<file path="src/rtl/trg_pkg.sv">
`timescale 1ns / 1ps
`default_nettype none
// ---------------------------------------------------------------------------
// trg_pkg
// shared widths, constants and divider handshake types for the triangle
// rasterizer
// ---------------------------------------------------------------------------
package trg_pkg;

  localparam int CRD_W  = 7;
  localparam int VTX_W  = 12;
  localparam int PT_W   = 13;
  localparam int AREA_W = 28;
  localparam int OPB_W  = 14;
  localparam int PROD_W = AREA_W + OPB_W;
  localparam int NUM_W  = 36;
  localparam int DEN_W  = 28;
  localparam int DSH_W  = DEN_W + 8;
  localparam int CNT_W  = 13;

  localparam logic [31:0]      BLACK_PIXEL = 32'h0100_0000;
  localparam logic [CNT_W-1:0] CNT_MAX     = 13'd8191;

  localparam logic [1:0] ACT_CLEAR = 2'd0;
  localparam logic [1:0] ACT_DRAW  = 2'd1;
  localparam logic [1:0] ACT_READ  = 2'd2;

  typedef struct packed {
    logic             start;
    logic [NUM_W-1:0] num;
    logic [DEN_W-1:0] den;
  } div_req_t;

  typedef struct packed {
    logic       done;
    logic [7:0] q;
  } div_rsp_t;

endpackage
`default_nettype wire

</file>
<file path="src/rtl/trg_div.sv">
`timescale 1ns / 1ps
`default_nettype none
// ---------------------------------------------------------------------------
// trg_div
// restoring divider, one quotient bit per cycle, quotient saturated to 255
// ---------------------------------------------------------------------------
module trg_div (
  input  wire logic              clk,
  input  wire logic              rst,
  input  wire trg_pkg::div_req_t req,
  output trg_pkg::div_rsp_t      rsp
);

  logic                      busy;
  logic                      done;
  logic [trg_pkg::NUM_W-1:0] rem;
  logic [trg_pkg::DSH_W-1:0] dsh;
  logic [8:0]                q;
  logic [3:0]                bitc;
  logic                      ge;

  assign ge = rem >= dsh;

  always_ff @(posedge clk) begin
    if (rst) begin
      busy <= 1'b0;
      done <= 1'b0;
    end else begin
      done <= 1'b0;
      if (req.start) begin
        busy <= 1'b1;
      end else if (busy && bitc == 4'd0) begin
        busy <= 1'b0;
        done <= 1'b1;
      end
    end
  end

  always_ff @(posedge clk) begin
    if (req.start) begin
      rem  <= req.num;
      dsh  <= {req.den, 8'd0};
      q    <= '0;
      bitc <= 4'd8;
    end else if (busy) begin
      if (ge) begin
        rem <= rem - dsh;
      end
      q    <= {q[7:0], ge};
      dsh  <= dsh >> 1;
      bitc <= bitc - 4'd1;
    end
  end

  assign rsp.done = done;
  assign rsp.q    = q[8] ? 8'hFF : q[7:0];

endmodule
`default_nettype wire

</file>
<file path="config.mk">
export PLATFORM = sky130hd
export DESIGN_NAME = trg_div
export DESIGN_NICKNAME = d
export VERILOG_FILES = /design/src/rtl/trg_pkg.sv /design/src/rtl/trg_div.sv
export SDC_FILE = /design/constraint.sdc
export NUM_CORES = 1
export LEC_CHECK = 0
export BUFFER_PORTS_ARGS = -buffer_cell sky130_fd_sc_hd__buf_2
export CAP_MARGIN = 20
export CORE_MARGIN = 1.5
export CORE_UTILIZATION = 40
export CTS_BUF_LIST = sky130_fd_sc_hd__clkbuf_2
export DETAILED_ROUTE_END_ITERATION = 7
export GPL_TIMING_DRIVEN = 1
export PLACE_DENSITY = 0.64
export SLEW_MARGIN = 5
export SYNTH_ARGS = -nofsm -noshare
export SYNTH_HDL_FRONTEND = slang
export SYNTH_SLANG_ARGS = --single-unit
</file>
<file path="constraint.sdc">
create_clock -name clk -period 5.79 [get_ports clk]
set_input_delay 0.2895 -clock clk [delete_from_list [all_inputs] [get_ports clk]]
set_output_delay 0.2895 -clock clk [all_outputs]
set_load 0.01 [all_outputs]
</file>
==> summary.md, run 1 <==
| Metric | Value |
|---|---|
| Cell area after synthesis | `5814 µm²` |
| Main combinational cell family by area after synthesis | `compound AO/OA/AOI/OAI gates` |
| Die width | `123.6 µm` |
| Cell area after placement | `6341 µm²` |
| Final Hold Vio Count | `0` |
| Total number of nets in the final design | `853` |
| Effective utilization at floorplan | `41.41%` |
| Total number of H-tree levels | `3` |
| Endpoint type of the worst setup path | `register` |
| Share of the core filled with cells in the final layout | `50.08%` |
| Worst hold endpoint | `rem[0]` |
| CTS Sinks | `87` |
| Area of the die | `15270 µm²` |
| CP Buf/Inv Count | `3` |
| Number of stages on the worst hold path | `3` |
| Row Count | `43` |
| Share of the synthesized area in the top cell type | `33.05%` |
| Net switching share of the total power | `41.19%` |
| Share of total power in the clock network | `12.8%` |
| Setup slack of the critical path after layout | `2.043 ns` |
| Library cell contributing the largest single delay on the critical path | `sky130_fd_sc_hd__o21ai_1` |
| First DRT Iteration DRCs | `311` |
| Power density relative to cell area | `336.4 nW/µm²` |
| IO Pins | `76` |
| Number of antenna violations at the first check in global routing | `0` |
| Non-filler cells in the finished layout | `932` |
| Critical Path, Cell by Cell | `inv_1 > ha_1 > inv_1 > fa_1 > a21o_1 > a221oi_4 > o2bb2ai_2 > o21ai_1 > a21oi_1 > o21ai_0 > a31oi_4 > buf_4` |
| Largest net degree at the start of global routing | `62` |
| Required time of the worst setup path | `6.12 ns` |
| DIE HEIGHT | `123.6 µm` |
| Share of cell area taken by muxes after synthesis | `3.142%` |
| Total Wirelength | `14870 µm` |
| Setup repair after global routing missed its margin | `false` |
| Classification of the worst setup path | `reg2reg` |
| Post-route fraction of the period consumed by the critical path | `64.72%` |
| Post-synth top flop | `sky130_fd_sc_hd__edfxtp_1` |
| Max-slew violation total from the final report | `0` |
| Routed wirelength normalized by instance count | `15.95 µm` |
| First-pass DRT Iterations | `5` |
| Static Leakage | `0.002932 µW` |
| Mapped Cells | `630` |
| Clock input transition at the sequential cells of the worst setup and hold paths | `0.21 ns` |
| Worst reg2reg path depth | `12` |
| Flop2flop setup slack | `2.04 ns` |
| Crit path launch type | `register` |
| Global routing usage on met2 | `33.89%` |
| Fillers | `1347` |
| Average size of a mapped cell | `9.229 µm²` |
| Share of layout cells above drive strength 1 | `15.82%` |
| Clock tree from TritonCTS | `done` |
| Worst-case clock skew | `0.03713 ns` |
| Total of max-cap violations | `0` |
| EDFF count, synth | `64` |
| Library cell occupying the most area in the post-synthesis netlist | `sky130_fd_sc_hd__edfxtp_1` |
| Count of cell types in the netlist | `57` |
| Finished Cell Area | `7033 µm²` |
| Number of nets produced by synthesis | `736` |
| Final TNS setup | `0 ns` |
| Maximum resistive drop on vdd | `0.1617 mV` |
| Sequential cell area | `2382 µm²` |
| Routability congestion estimate from global placement | `0.9244` |
| Logic pwr share | `51.2%` |
| # Post-CTS Setup Buffers | `0` |
| Clock network latency to the later pin of the worst-skew pair | `0.61 ns` |
| Status | `completed` |
| Detailed Place HPWL | `10690 µm` |
| Leading post-synthesis cells by cell area | `sky130_fd_sc_hd__edfxtp_1, sky130_fd_sc_hd__ha_1, sky130_fd_sc_hd__dfxtp_1, sky130_fd_sc_hd__o21ai_0, sky130_fd_sc_hd__a22o_1` |
| Switching power of the nets | `974.6 µW` |
| Start of the worst register-to-register path | `rem[0]` |
| Highest clock frequency the design can meet | `266.9 MHz` |
| Via total after detailed routing | `5010` |
| Post-cts repair resize count | `0` |
| Total area of multi-input combinational cells | `3112 µm²` |
| Post-route DRC | `0` |
| Simple-gate share of the synthesized area | `14.87%` |
| Maximum clock insertion buffer count | `2` |
| First-pass GRT wire length | `24180 µm` |
| Via count of the first global-routing pass | `4942` |
| Count of endpoints failing setup in the final report | `0` |
| Final Critical Period | `3.747 ns` |
| Delay of the slowest critical-path stage | `0.46 ns` |
| Synth warnings | `0` |
| Vias per std cell | `5.376` |
| Peak-usage layer in the global routing report | `met2` |
| Transition time of the tightest slew-check pin | `0.7448 ns` |
| Total inserted antenna cells | `0` |
| CP max FO | `22` |
| Tightest Hold Check Type | `in2reg` |
| Grt total ovfl | `0` |
| Met1 Usage GRT | `27.48%` |
| Sequential fraction of the synthesis area | `40.97%` |
| Syn-to-layout area delta | `20.96%` |
| CTS Buf Count | `9` |
| Kind of cell adding the most delay to the critical path | `compound AO/OA/AOI/OAI gates` |
| Buffer type at the clock tree root | `sky130_fd_sc_hd__clkbuf_2` |
| Worst slack at placement | `2.054 ns` |
| Source of the worst hold timing path | `req[28]` |
| Number of placed instances with taps included | `857` |
| End of the worst register-to-register path | `rem[28]` |
| Port bufs | `75` |
| Worst endpoint data arrival time | `4.08 ns` |
| Share of total power in sequential cells | `36.0%` |
| Total internal power | `1391 µW` |
| Synth Area in XOR/XNOR | `4.067%` |
| Fraction of registers with async set or reset after synthesis | `0%` |
| Tot GR Track Use | `20.62%` |
| Met3 layer usage reported by global route | `4.013%` |
| Seq cells post-synth | `87` |
| CP most frequent cell | `sky130_fd_sc_hd__inv_1` |
| CORE AREA | `14040 µm²` |
| Compound-Gate Fraction of Synth Area | `22.62%` |
| Adder-Cell Fraction of Synth Area | `8.522%` |
| ANT nets after route | `0` |
| Rel. slew slack | `49.82%` |
| CTS hold repair buffers | `59` |
==> cell families (layout without fill, tap and decap cells) <==
| group | after synthesis | after routing |
|---|---|---|
| muxes | 18 | 18 |
| buffers and inverters | 88 | 210 |
| AOI/OAI and AO/OA | 191 | 191 |
| xor gates and xnor gates | 27 | 27 |
| DFF | 87 | 87 |
| adders and majority gates | 39 | 39 |
| and+or+nand+nor | 180 | 180 |
==> Yosys cell counts, drive strengths merged, types with 2 or more instances <==
cell	instances
o21bai	10
a221oi	3
or2	8
mux2i	16
o21ai	54
dfxtp	23
nand3	10
and4	2
a21oi	41
xnor2	18
a22o	27
and2	4
buf	9
nor3	8
nor2b	3
or3	4
and3	6
ha	38
a2111oi	4
a311oi	4
nor3b	5
a31o	2
o21a	4
mux2	2
a31oi	5
a41oi	2
xor2	9
clkbuf	24
o211ai	2
inv	55
nor4	3
nand2b	4
nand4	9
edfxtp	64
a21o	13
nand2	61
o31ai	8
a211oi	8
nor2	50
==> metal layers <==
| layer | wire [µm] | vias up |
|---|---|---|
| li1 | - | 2519 |
| met4 | 214 | 0 |
| met5 | 0 | - |
| met3 | 509 | 16 |
| met1 | 7079 | 2367 |
| met2 | 7061 | 108 |
==> placed cells by master (no fill, tap or decap), types with 8 or more instances in the layout <==
cell	Yosys	routed
sky130_fd_sc_hd__a211oi_1	8	8
sky130_fd_sc_hd__a21o_1	13	13
sky130_fd_sc_hd__a21oi_1	41	41
sky130_fd_sc_hd__a22o_1	27	27
sky130_fd_sc_hd__buf_2	3	74
sky130_fd_sc_hd__clkbuf_2	0	10
sky130_fd_sc_hd__dfxtp_1	23	23
sky130_fd_sc_hd__dlygate4sd3_1	0	59
sky130_fd_sc_hd__edfxtp_1	64	64
sky130_fd_sc_hd__ha_1	38	38
sky130_fd_sc_hd__inv_1	55	55
sky130_fd_sc_hd__mux2i_1	16	16
sky130_fd_sc_hd__nand2_1	61	61
sky130_fd_sc_hd__nand3_1	10	10
sky130_fd_sc_hd__nand4_1	9	9
sky130_fd_sc_hd__nor2_1	50	50
sky130_fd_sc_hd__nor3_1	8	8
sky130_fd_sc_hd__o21ai_0	51	51
sky130_fd_sc_hd__o21bai_1	10	10
sky130_fd_sc_hd__or2_2	8	8
sky130_fd_sc_hd__xnor2_1	18	18
sky130_fd_sc_hd__xor2_1	9	9
==> sequential cells by signal (all words and copies together) (netlist names) <==
name  flops
bitc      4
busy      1
done      1
dsh      36
q         9
rem      36
==> per-stage QoR <==
step | power, µW | hold WS, ns
2_1_floorplan | 1741 | 0.3619
3_3_place_gp | 2006 | 0.4728
3_5_place_dp | 2026 | 0.4741
4_1_cts | 2366 | 0.004051
5_1_grt | 2547 | 0.01171
6_report | 2366 | 0.05848
==> worst max-delay path by stage <==
stage | start | end | cells past startpoint
2_1_floorplan | rem[22] | rem[0] | 8
3_3_place_gp | rem[0] | rem[22] | 12
3_5_place_dp | rem[0] | rem[27] | 12
4_1_cts | rem[0] | rem[28] | 12
5_1_grt | rem[0] | rem[28] | 12
6_report | rem[0] | rem[28] | 12
==> power by group through the flow <==
stage                     sequential [µW]  combinational, µW  clock (µW)
after floorplan                       854                888           0
after global placement                861               1150           0
after detailed placement              867               1160           0
after CTS                             854               1190         317
after global routing                  865               1350         336
final                                 852               1210         303
==> worst reg2reg max path: stages (launching register included) <==
cell	delay, ns
sky130_fd_sc_hd__edfxtp_1	0.42
sky130_fd_sc_hd__inv_1	0.07
sky130_fd_sc_hd__ha_1	0.16
sky130_fd_sc_hd__inv_1	0.07
sky130_fd_sc_hd__fa_1	0.41
sky130_fd_sc_hd__a21o_1	0.22
sky130_fd_sc_hd__a221oi_4	0.36
sky130_fd_sc_hd__o2bb2ai_2	0.16
sky130_fd_sc_hd__o21ai_1	0.46
sky130_fd_sc_hd__a21oi_1	0.12
sky130_fd_sc_hd__o21ai_0	0.36
sky130_fd_sc_hd__a31oi_4	0.32
sky130_fd_sc_hd__buf_4	0.36
==> final cells by class <==
| type | count | share of cell area [%] |
|---|---|---|
| multi-input combinational | 455 | 44.24 |
| clock inverter | 6 | 0.7294 |
| tap | 180 | 3.202 |
| sequential | 87 | 33.87 |
| timing repair buffer | 139 | 14.30 |
| inverter | 55 | 2.935 |
| clock buffer | 10 | 0.7116 |
(Power assumes the default switching activity.)
==> run 2: changes to the inputs <==
--- a/config.mk
+++ b/config.mk
@@ -5,6 +5,7 @@
 export SDC_FILE = /design/constraint.sdc
 export NUM_CORES = 1
 export LEC_CHECK = 0
+export ABC_AREA = 1
 export BUFFER_PORTS_ARGS = -buffer_cell sky130_fd_sc_hd__buf_2
 export CAP_MARGIN = 20
 export CORE_MARGIN = 1.5
==> constraint.sdc (replaced) <==
create_clock -name clk -period 3.61 [get_ports clk]
set_input_delay 0.1805 -clock clk [delete_from_list [all_inputs] [get_ports clk]]
set_output_delay 0.1805 -clock clk [all_outputs]
set_load 0.01 [all_outputs]
==> summary.md, run 2 <==
| Metric | Value |
|---|---|
| CTS Buf Count | `9` |
| Classification of the worst setup path | `reg2reg` |
| Share of the core filled with cells in the final layout | `49.64%` |
| Post-route DRC | `0` |
| Via total after detailed routing | `5797` |
| Leading cell types in the layout, fill and taps excluded | `sky130_fd_sc_hd__nand2_1, sky130_fd_sc_hd__inv_1, sky130_fd_sc_hd__buf_2` |
| Total Wirelength | `16220 µm` |
| Seq cells post-synth | `87` |
| Clock tree from TritonCTS | `done` |
| Source of the worst hold timing path | `req[64]` |
| IO Pins | `76` |
| Switching power of the nets | `1579 µW` |
| First-pass GRT wire length | `26030 µm` |
| Average size of a mapped cell | `7.043 µm²` |
| Maximum resistive drop on vdd | `0.1548 mV` |
| CORE AREA | `15150 µm²` |
| Finished Cell Area | `7518 µm²` |
| Port bufs | `75` |
| CP max FO | `19` |
| Share of layout cells above drive strength 1 | `13.01%` |
| Share of the synthesized area in the top cell type | `31.15%` |
| Fillers | `1534` |
| Commonest non-fill, non-tap cell in the layout | `sky130_fd_sc_hd__nand2_1` |
| Logic pwr share | `49.8%` |
| Grt total ovfl | `0` |
| Maximum clock insertion buffer count | `2` |
| Endpoint type of the worst setup path | `register` |
| First DRT Iteration DRCs | `356` |
| Area of the die | `16180 µm²` |
| Flop2flop setup slack | `1.12 ns` |
| Static Leakage | `0.003694 µW` |
| Cell area after synthesis | `6170 µm²` |
| Detailed Place HPWL | `12200 µm` |
| Post-synth top cells | `sky130_fd_sc_hd__nand2_1, sky130_fd_sc_hd__inv_1, sky130_fd_sc_hd__edfxtp_1` |
| Via count of the first global-routing pass | `5336` |
| Total number of nets in the final design | `1123` |
| Total number of H-tree levels | `3` |
| Max-slew violation total from the final report | `0` |
| Status | `completed` |
| Tot GR Track Use | `20.57%` |
| Highest clock frequency the design can meet | `401.5 MHz` |
| Routed wirelength normalized by instance count | `13.38 µm` |
| Synth warnings | `0` |
| Tightest Hold Check Type | `in2reg` |
| Crit path launch type | `register` |
| Effective utilization at floorplan | `40.74%` |
| Worst reg2reg path depth | `12` |
| Worst endpoint data arrival time | `2.84 ns` |
| Transition time of the tightest slew-check pin | `0.8433 ns` |
| CTS Sinks | `87` |
| Worst-case clock skew | `0.05385 ns` |
| Number of antenna violations at the first check in global routing | `2` |
| Number of nets produced by synthesis | `982` |
| Cell area after placement | `6760 µm²` |
| Worst slack on hold paths | `0.06638 ns` |
| Post-route fraction of the period consumed by the critical path | `68.99%` |
| Worst hold endpoint | `dsh[35]` |
| Rel. slew slack | `43.43%` |
| DIE HEIGHT | `127.2 µm` |
| Die width | `127.2 µm` |
| Clock network latency to the later pin of the worst-skew pair | `0.68 ns` |
| Vias per std cell | `4.779` |
| Total of max-cap violations | `0` |
| Share of total power in sequential cells | `36.1%` |
| Final Critical Period | `2.490 ns` |
| Row Count | `45` |
| Registers with the most flip-flops | `dsh x36, rem x36, q x9` |
| EDFF count, synth | `64` |
| Count of endpoints failing setup in the final report | `0` |
| ANT nets after route | `0` |
| Total area of multi-input combinational cells | `3171 µm²` |
| Number of stages on the worst hold path | `3` |
| Largest net degree at the start of global routing | `55` |
| Top-count cell post-synth | `sky130_fd_sc_hd__nand2_1` |
| Start of the worst register-to-register path | `rem[14]` |
| Power density relative to cell area | `478.4 nW/µm²` |
| Buffer type at the clock tree root | `sky130_fd_sc_hd__clkbuf_2` |
| Sequential cell area | `2382 µm²` |
| Required time of the worst setup path | `3.96 ns` |
| Total internal power | `2018 µW` |
| Routability congestion estimate from global placement | `0.9669` |
| Leading post-synthesis cells by cell area | `sky130_fd_sc_hd__edfxtp_1, sky130_fd_sc_hd__nand2_1, sky130_fd_sc_hd__inv_1, sky130_fd_sc_hd__ha_1, sky130_fd_sc_hd__dfxtp_1` |
| End of the worst register-to-register path | `rem[30]` |
| First-pass DRT Iterations | `5` |
| Final Hold Vio Count | `0` |
| Sequential fraction of the synthesis area | `38.61%` |
| Setup repair after global routing missed its margin | `false` |
| Mapped Cells | `876` |
| Share of total power in the clock network | `14.1%` |
| Final TNS setup | `0 ns` |
| Overall power consumption | `3597 µW` |
| # Post-CTS Setup Buffers | `0` |
| Fraction of registers with async set or reset after synthesis | `0%` |
| Count of cell types in the netlist | `33` |
| Syn-to-layout area delta | `21.86%` |
| Clock input transition at the sequential cells of the worst setup and hold paths | `0.29 ns` |
| Net switching share of the total power | `43.89%` |
| Post-synth top flop | `sky130_fd_sc_hd__edfxtp_1` |
| Library cell occupying the most area in the post-synthesis netlist | `sky130_fd_sc_hd__edfxtp_1` |
[run 2: changes by cell type in the layout (fill, tap and decap cells not counted), sizes merged, moves of 15 or more]
cell	delta
nand2	+249
inv	+88
o22ai	+15
nand3	+46
nor2	+21
a22o	-27
mux2i	-16
[run 2: power groups by stage]
stage | clock, µW | sequential, µW | combinational (µW)
floorplan | 0 | 1310 | 1300
global placement | 0 | 1320 | 1710
detailed placement | 0 | 1320 | 1720
CTS | 520 | 1300 | 1780
global route | 554 | 1310 | 2020
finish | 506 | 1300 | 1790
[run 2: metrics by stage]
step | std cells | setup slack [ns]
floorplan | 876 | 0.9518
global placement | 1129 | 1.244
detailed placement | 1129 | 1.207
CTS | 1210 | 1.126
global route | 1212 | 0.8728
finish | 1213 | 1.120
[run 2: area by class of cell]
class / count / area share, %
tap: 188 / 3.129
inverter: 143 / 7.139
clock inverter: 6 / 0.6657
sequential: 87 / 31.69
timing repair buffer: 148 / 14.44
clock buffer: 10 / 0.6657
multi-input combinational: 628 / 42.17
antenna: 3 / 0.09985
[run 2: cells by family after synthesis]
logic type | Yosys count | share of synthesized area [%]
xor gates and xnor gates | 10 | 1.420
and+or+nand+nor | 463 | 31.94
AOI/OAI and AO/OA | 116 | 9.998
buffers and inverters | 161 | 9.998
adders and majority gates | 39 | 8.031
DFF | 87 | 38.61
[run 2: worst max path at each step]
| stage | slack (ns) | start | cells after the start | end |
|---|---|---|---|---|
| after floorplan | 0.95 | rem[0] | 12 | rem[0] |
| after global placement | 1.24 | dsh[14] | 13 | rem[3] |
| after detailed placement | 1.21 | dsh[14] | 13 | rem[27] |
| after CTS | 1.13 | dsh[14] | 13 | rem[27] |
| after global routing | 0.87 | dsh[14] | 13 | rem[30] |
| final | 1.12 | rem[14] | 12 | rem[30] |
[run 2: worst max-delay path: stages (launching register included)]
cell                       delay [ns]
sky130_fd_sc_hd__edfxtp_1        0.44
sky130_fd_sc_hd__ha_1            0.41
sky130_fd_sc_hd__nand2_1         0.15
sky130_fd_sc_hd__nor2_2          0.18
sky130_fd_sc_hd__nand2_1         0.09
sky130_fd_sc_hd__clkinv_1        0.07
sky130_fd_sc_hd__nand4_1         0.10
sky130_fd_sc_hd__nand3_1         0.14
sky130_fd_sc_hd__nand3_1         0.08
sky130_fd_sc_hd__nand2_1         0.10
sky130_fd_sc_hd__nand2_1         0.06
sky130_fd_sc_hd__nand2_1         0.08
sky130_fd_sc_hd__buf_4           0.29
[run 2: what timing repair did]
action | CTS | global route
hold endpoints to repair | 66 | 0
endpoints found under the setup margin | 0 | 0
hold buffers | 65 | 0
resized for setup | 0 | 0
[run 2: layer usage]
metal / global-route usage [%] / routed length (µm) / vias to the layer above
met5: 0 / 0 / -
met1: 29.55 / 8448 / 2558
li1: - / - / 3089
met3: 3.015 / 651 / 19
met4: 5.749 / 214 / 0
met2: 32.38 / 6910 / 131
==> run 3: changes to the inputs <==
==> constraint.sdc (replaced) <==
create_clock -name clk -period 2.5 [get_ports clk]
set_input_delay 0.125 -clock clk [delete_from_list [all_inputs] [get_ports clk]]
set_output_delay 0.125 -clock clk [all_outputs]
set_load 0.01 [all_outputs]
==> summary.md, run 3 (same netlist as run 2, synthesis figures left out) <==
| Metric | Value |
|---|---|
| Status | `completed` |
| Rel. slew slack | `67.71%` |
| Detailed Place HPWL | `12010 µm` |
| Total of max-cap violations | `0` |
| CTS Buf Count | `9` |
| First DRT Iteration DRCs | `335` |
| Die width | `127.2 µm` |
| Largest net degree at the start of global routing | `46` |
| Total number of nets in the final design | `1127` |
| CORE AREA | `15150 µm²` |
| Effective utilization at floorplan | `40.74%` |
| Count of endpoints failing setup in the final report | `0` |
| Power density relative to cell area | `685.8 nW/µm²` |
| Required time of the worst setup path | `2.87 ns` |
| Crit path launch type | `register` |
| Clock network latency to the later pin of the worst-skew pair | `0.64 ns` |
| Port bufs | `75` |
| Post-route fraction of the period consumed by the critical path | `93.91%` |
| Worst-case clock skew | `0.03934 ns` |
| Worst slack on hold paths | `0.1484 ns` |
| Share of layout cells above drive strength 1 | `15.11%` |
| Clock tree from TritonCTS | `done` |
| Worst endpoint data arrival time | `2.71 ns` |
| Final Critical Period | `2.348 ns` |
| Clock input transition at the sequential cells of the worst setup and hold paths | `0.27 ns` |
| Total Wirelength | `16410 µm` |
| Transition time of the tightest slew-check pin | `0.4844 ns` |
| Maximum resistive drop on vdd | `0.2228 mV` |
| Max-slew violation total from the final report | `0` |
| Total number of H-tree levels | `3` |
| Tightest Hold Check Type | `in2reg` |
| First-pass GRT wire length | `26880 µm` |
| IO Pins | `76` |
| Maximum clock insertion buffer count | `2` |
| Row Count | `45` |
| Endpoint type of the worst setup path | `register` |
| Worst slack at placement | `0.1525 ns` |
| Area of the die | `16180 µm²` |
| Via count of the first global-routing pass | `5548` |
| Commonest non-fill, non-tap cell in the layout | `sky130_fd_sc_hd__nand2_1` |
| CTS Sinks | `87` |
| First-pass DRT Iterations | `5` |
| Setup slack of the critical path after layout | `0.1524 ns` |
| Static Leakage | `0.003744 µW` |
| Registers with the most flip-flops | `dsh x36, rem x36, q x9` |
| Final TNS setup | `0 ns` |
| Leading cell types in the layout, fill and taps excluded | `sky130_fd_sc_hd__nand2_1, sky130_fd_sc_hd__inv_1, sky130_fd_sc_hd__buf_2` |
| Routed wirelength normalized by instance count | `13.50 µm` |
| Grt total ovfl | `0` |
| Vias per std cell | `4.855` |
| CP max FO | `10` |
| Post-route DRC | `0` |
| Buffer type at the clock tree root | `sky130_fd_sc_hd__clkbuf_2` |
| Final Hold Vio Count | `0` |
| Tot GR Track Use | `20.86%` |
| Cell area after placement | `6800 µm²` |
| Classification of the worst setup path | `reg2reg` |
| Number of antenna violations at the first check in global routing | `1` |
| Highest clock frequency the design can meet | `426.0 MHz` |
| ANT nets after route | `0` |
| Via total after detailed routing | `5904` |
| Syn-to-layout area delta | `24.90%` |
| DIE HEIGHT | `127.2 µm` |
| Finished Cell Area | `7706 µm²` |
| Routability congestion estimate from global placement | `0.9283` |
run 3: per-stage QoR:
step | cells | total power, µW | util (%)
floorplan | 876 | 3769 | -
global placement | 1129 | 4392 | 44.90
detailed placement | 1129 | 4409 | 44.90
CTS | 1211 | 5174 | 49.88
global route | 1216 | 5716 | 50.88
finish | 1216 | 5285 | 50.88
run 3: worst max-delay path: stages (launching register included):
cell and delay, ns:
sky130_fd_sc_hd__edfxtp_1 0.42, sky130_fd_sc_hd__ha_1 0.37, sky130_fd_sc_hd__nand2_1 0.13, sky130_fd_sc_hd__nor2_4 0.17
sky130_fd_sc_hd__nand2_1 0.09, sky130_fd_sc_hd__clkinv_1 0.06, sky130_fd_sc_hd__nand4_1 0.13, sky130_fd_sc_hd__nand3_2 0.12
sky130_fd_sc_hd__nand3_1 0.08, sky130_fd_sc_hd__nand2_1 0.08, sky130_fd_sc_hd__nand2_1 0.09, sky130_fd_sc_hd__nand2_4 0.16
sky130_fd_sc_hd__buf_12 0.17
run 3: worst paths after layout:
path	start	end	slack (ns)	cells after the start
hold / removal	rst	done	0.15	3
setup / recovery	rem[19]	rem[23]	0.15	12
setup reg to reg	rem[19]	rem[23]	0.15	12
hold reg to reg	q[0]	q[0]	0.47	2
run 3: area by class of cell:
| type | instances | area (µm²) |
|---|---|---|
| clock inverters | 6 | 43.79 |
| well taps | 188 | 235.2 |
| inverters | 143 | 536.8 |
| fillers | 1540 | 7440 |
| flip-flops and latches | 87 | 2382 |
| repair buffers | 152 | 1191 |
| clock buffers | 10 | 50.05 |
| diodes | 2 | 5.005 |
| multi-input cells | 628 | 3262 |
run 3: repair_timing:
item,4_1_cts,5_1_grt
hold endpoints to repair,69,0
endpoints found under the setup margin,0,36
resized for setup,0,23
setup buffers,0,1
hold buffers,66,0
run 3: where the power goes:
part / leakage (µW) / internal, µW / switching (µW)
Sequential: 0.000842 / 1810 / 70.6
Combinational: 0.00283 / 1030 / 1690
Clock: 0.0000676 / 145 / 540
run 3: metal layers:
metal	part of all wire, %	vias to the layer above	GRT usage, %	wire length [µm]
met5	0	-	0	0
met4	2.2	0	8.222	365
met3	4.9	24	2.764	808
met2	43	167	32.26	7055
met1	50	2622	29.67	8185
li1	-	3091	-	-
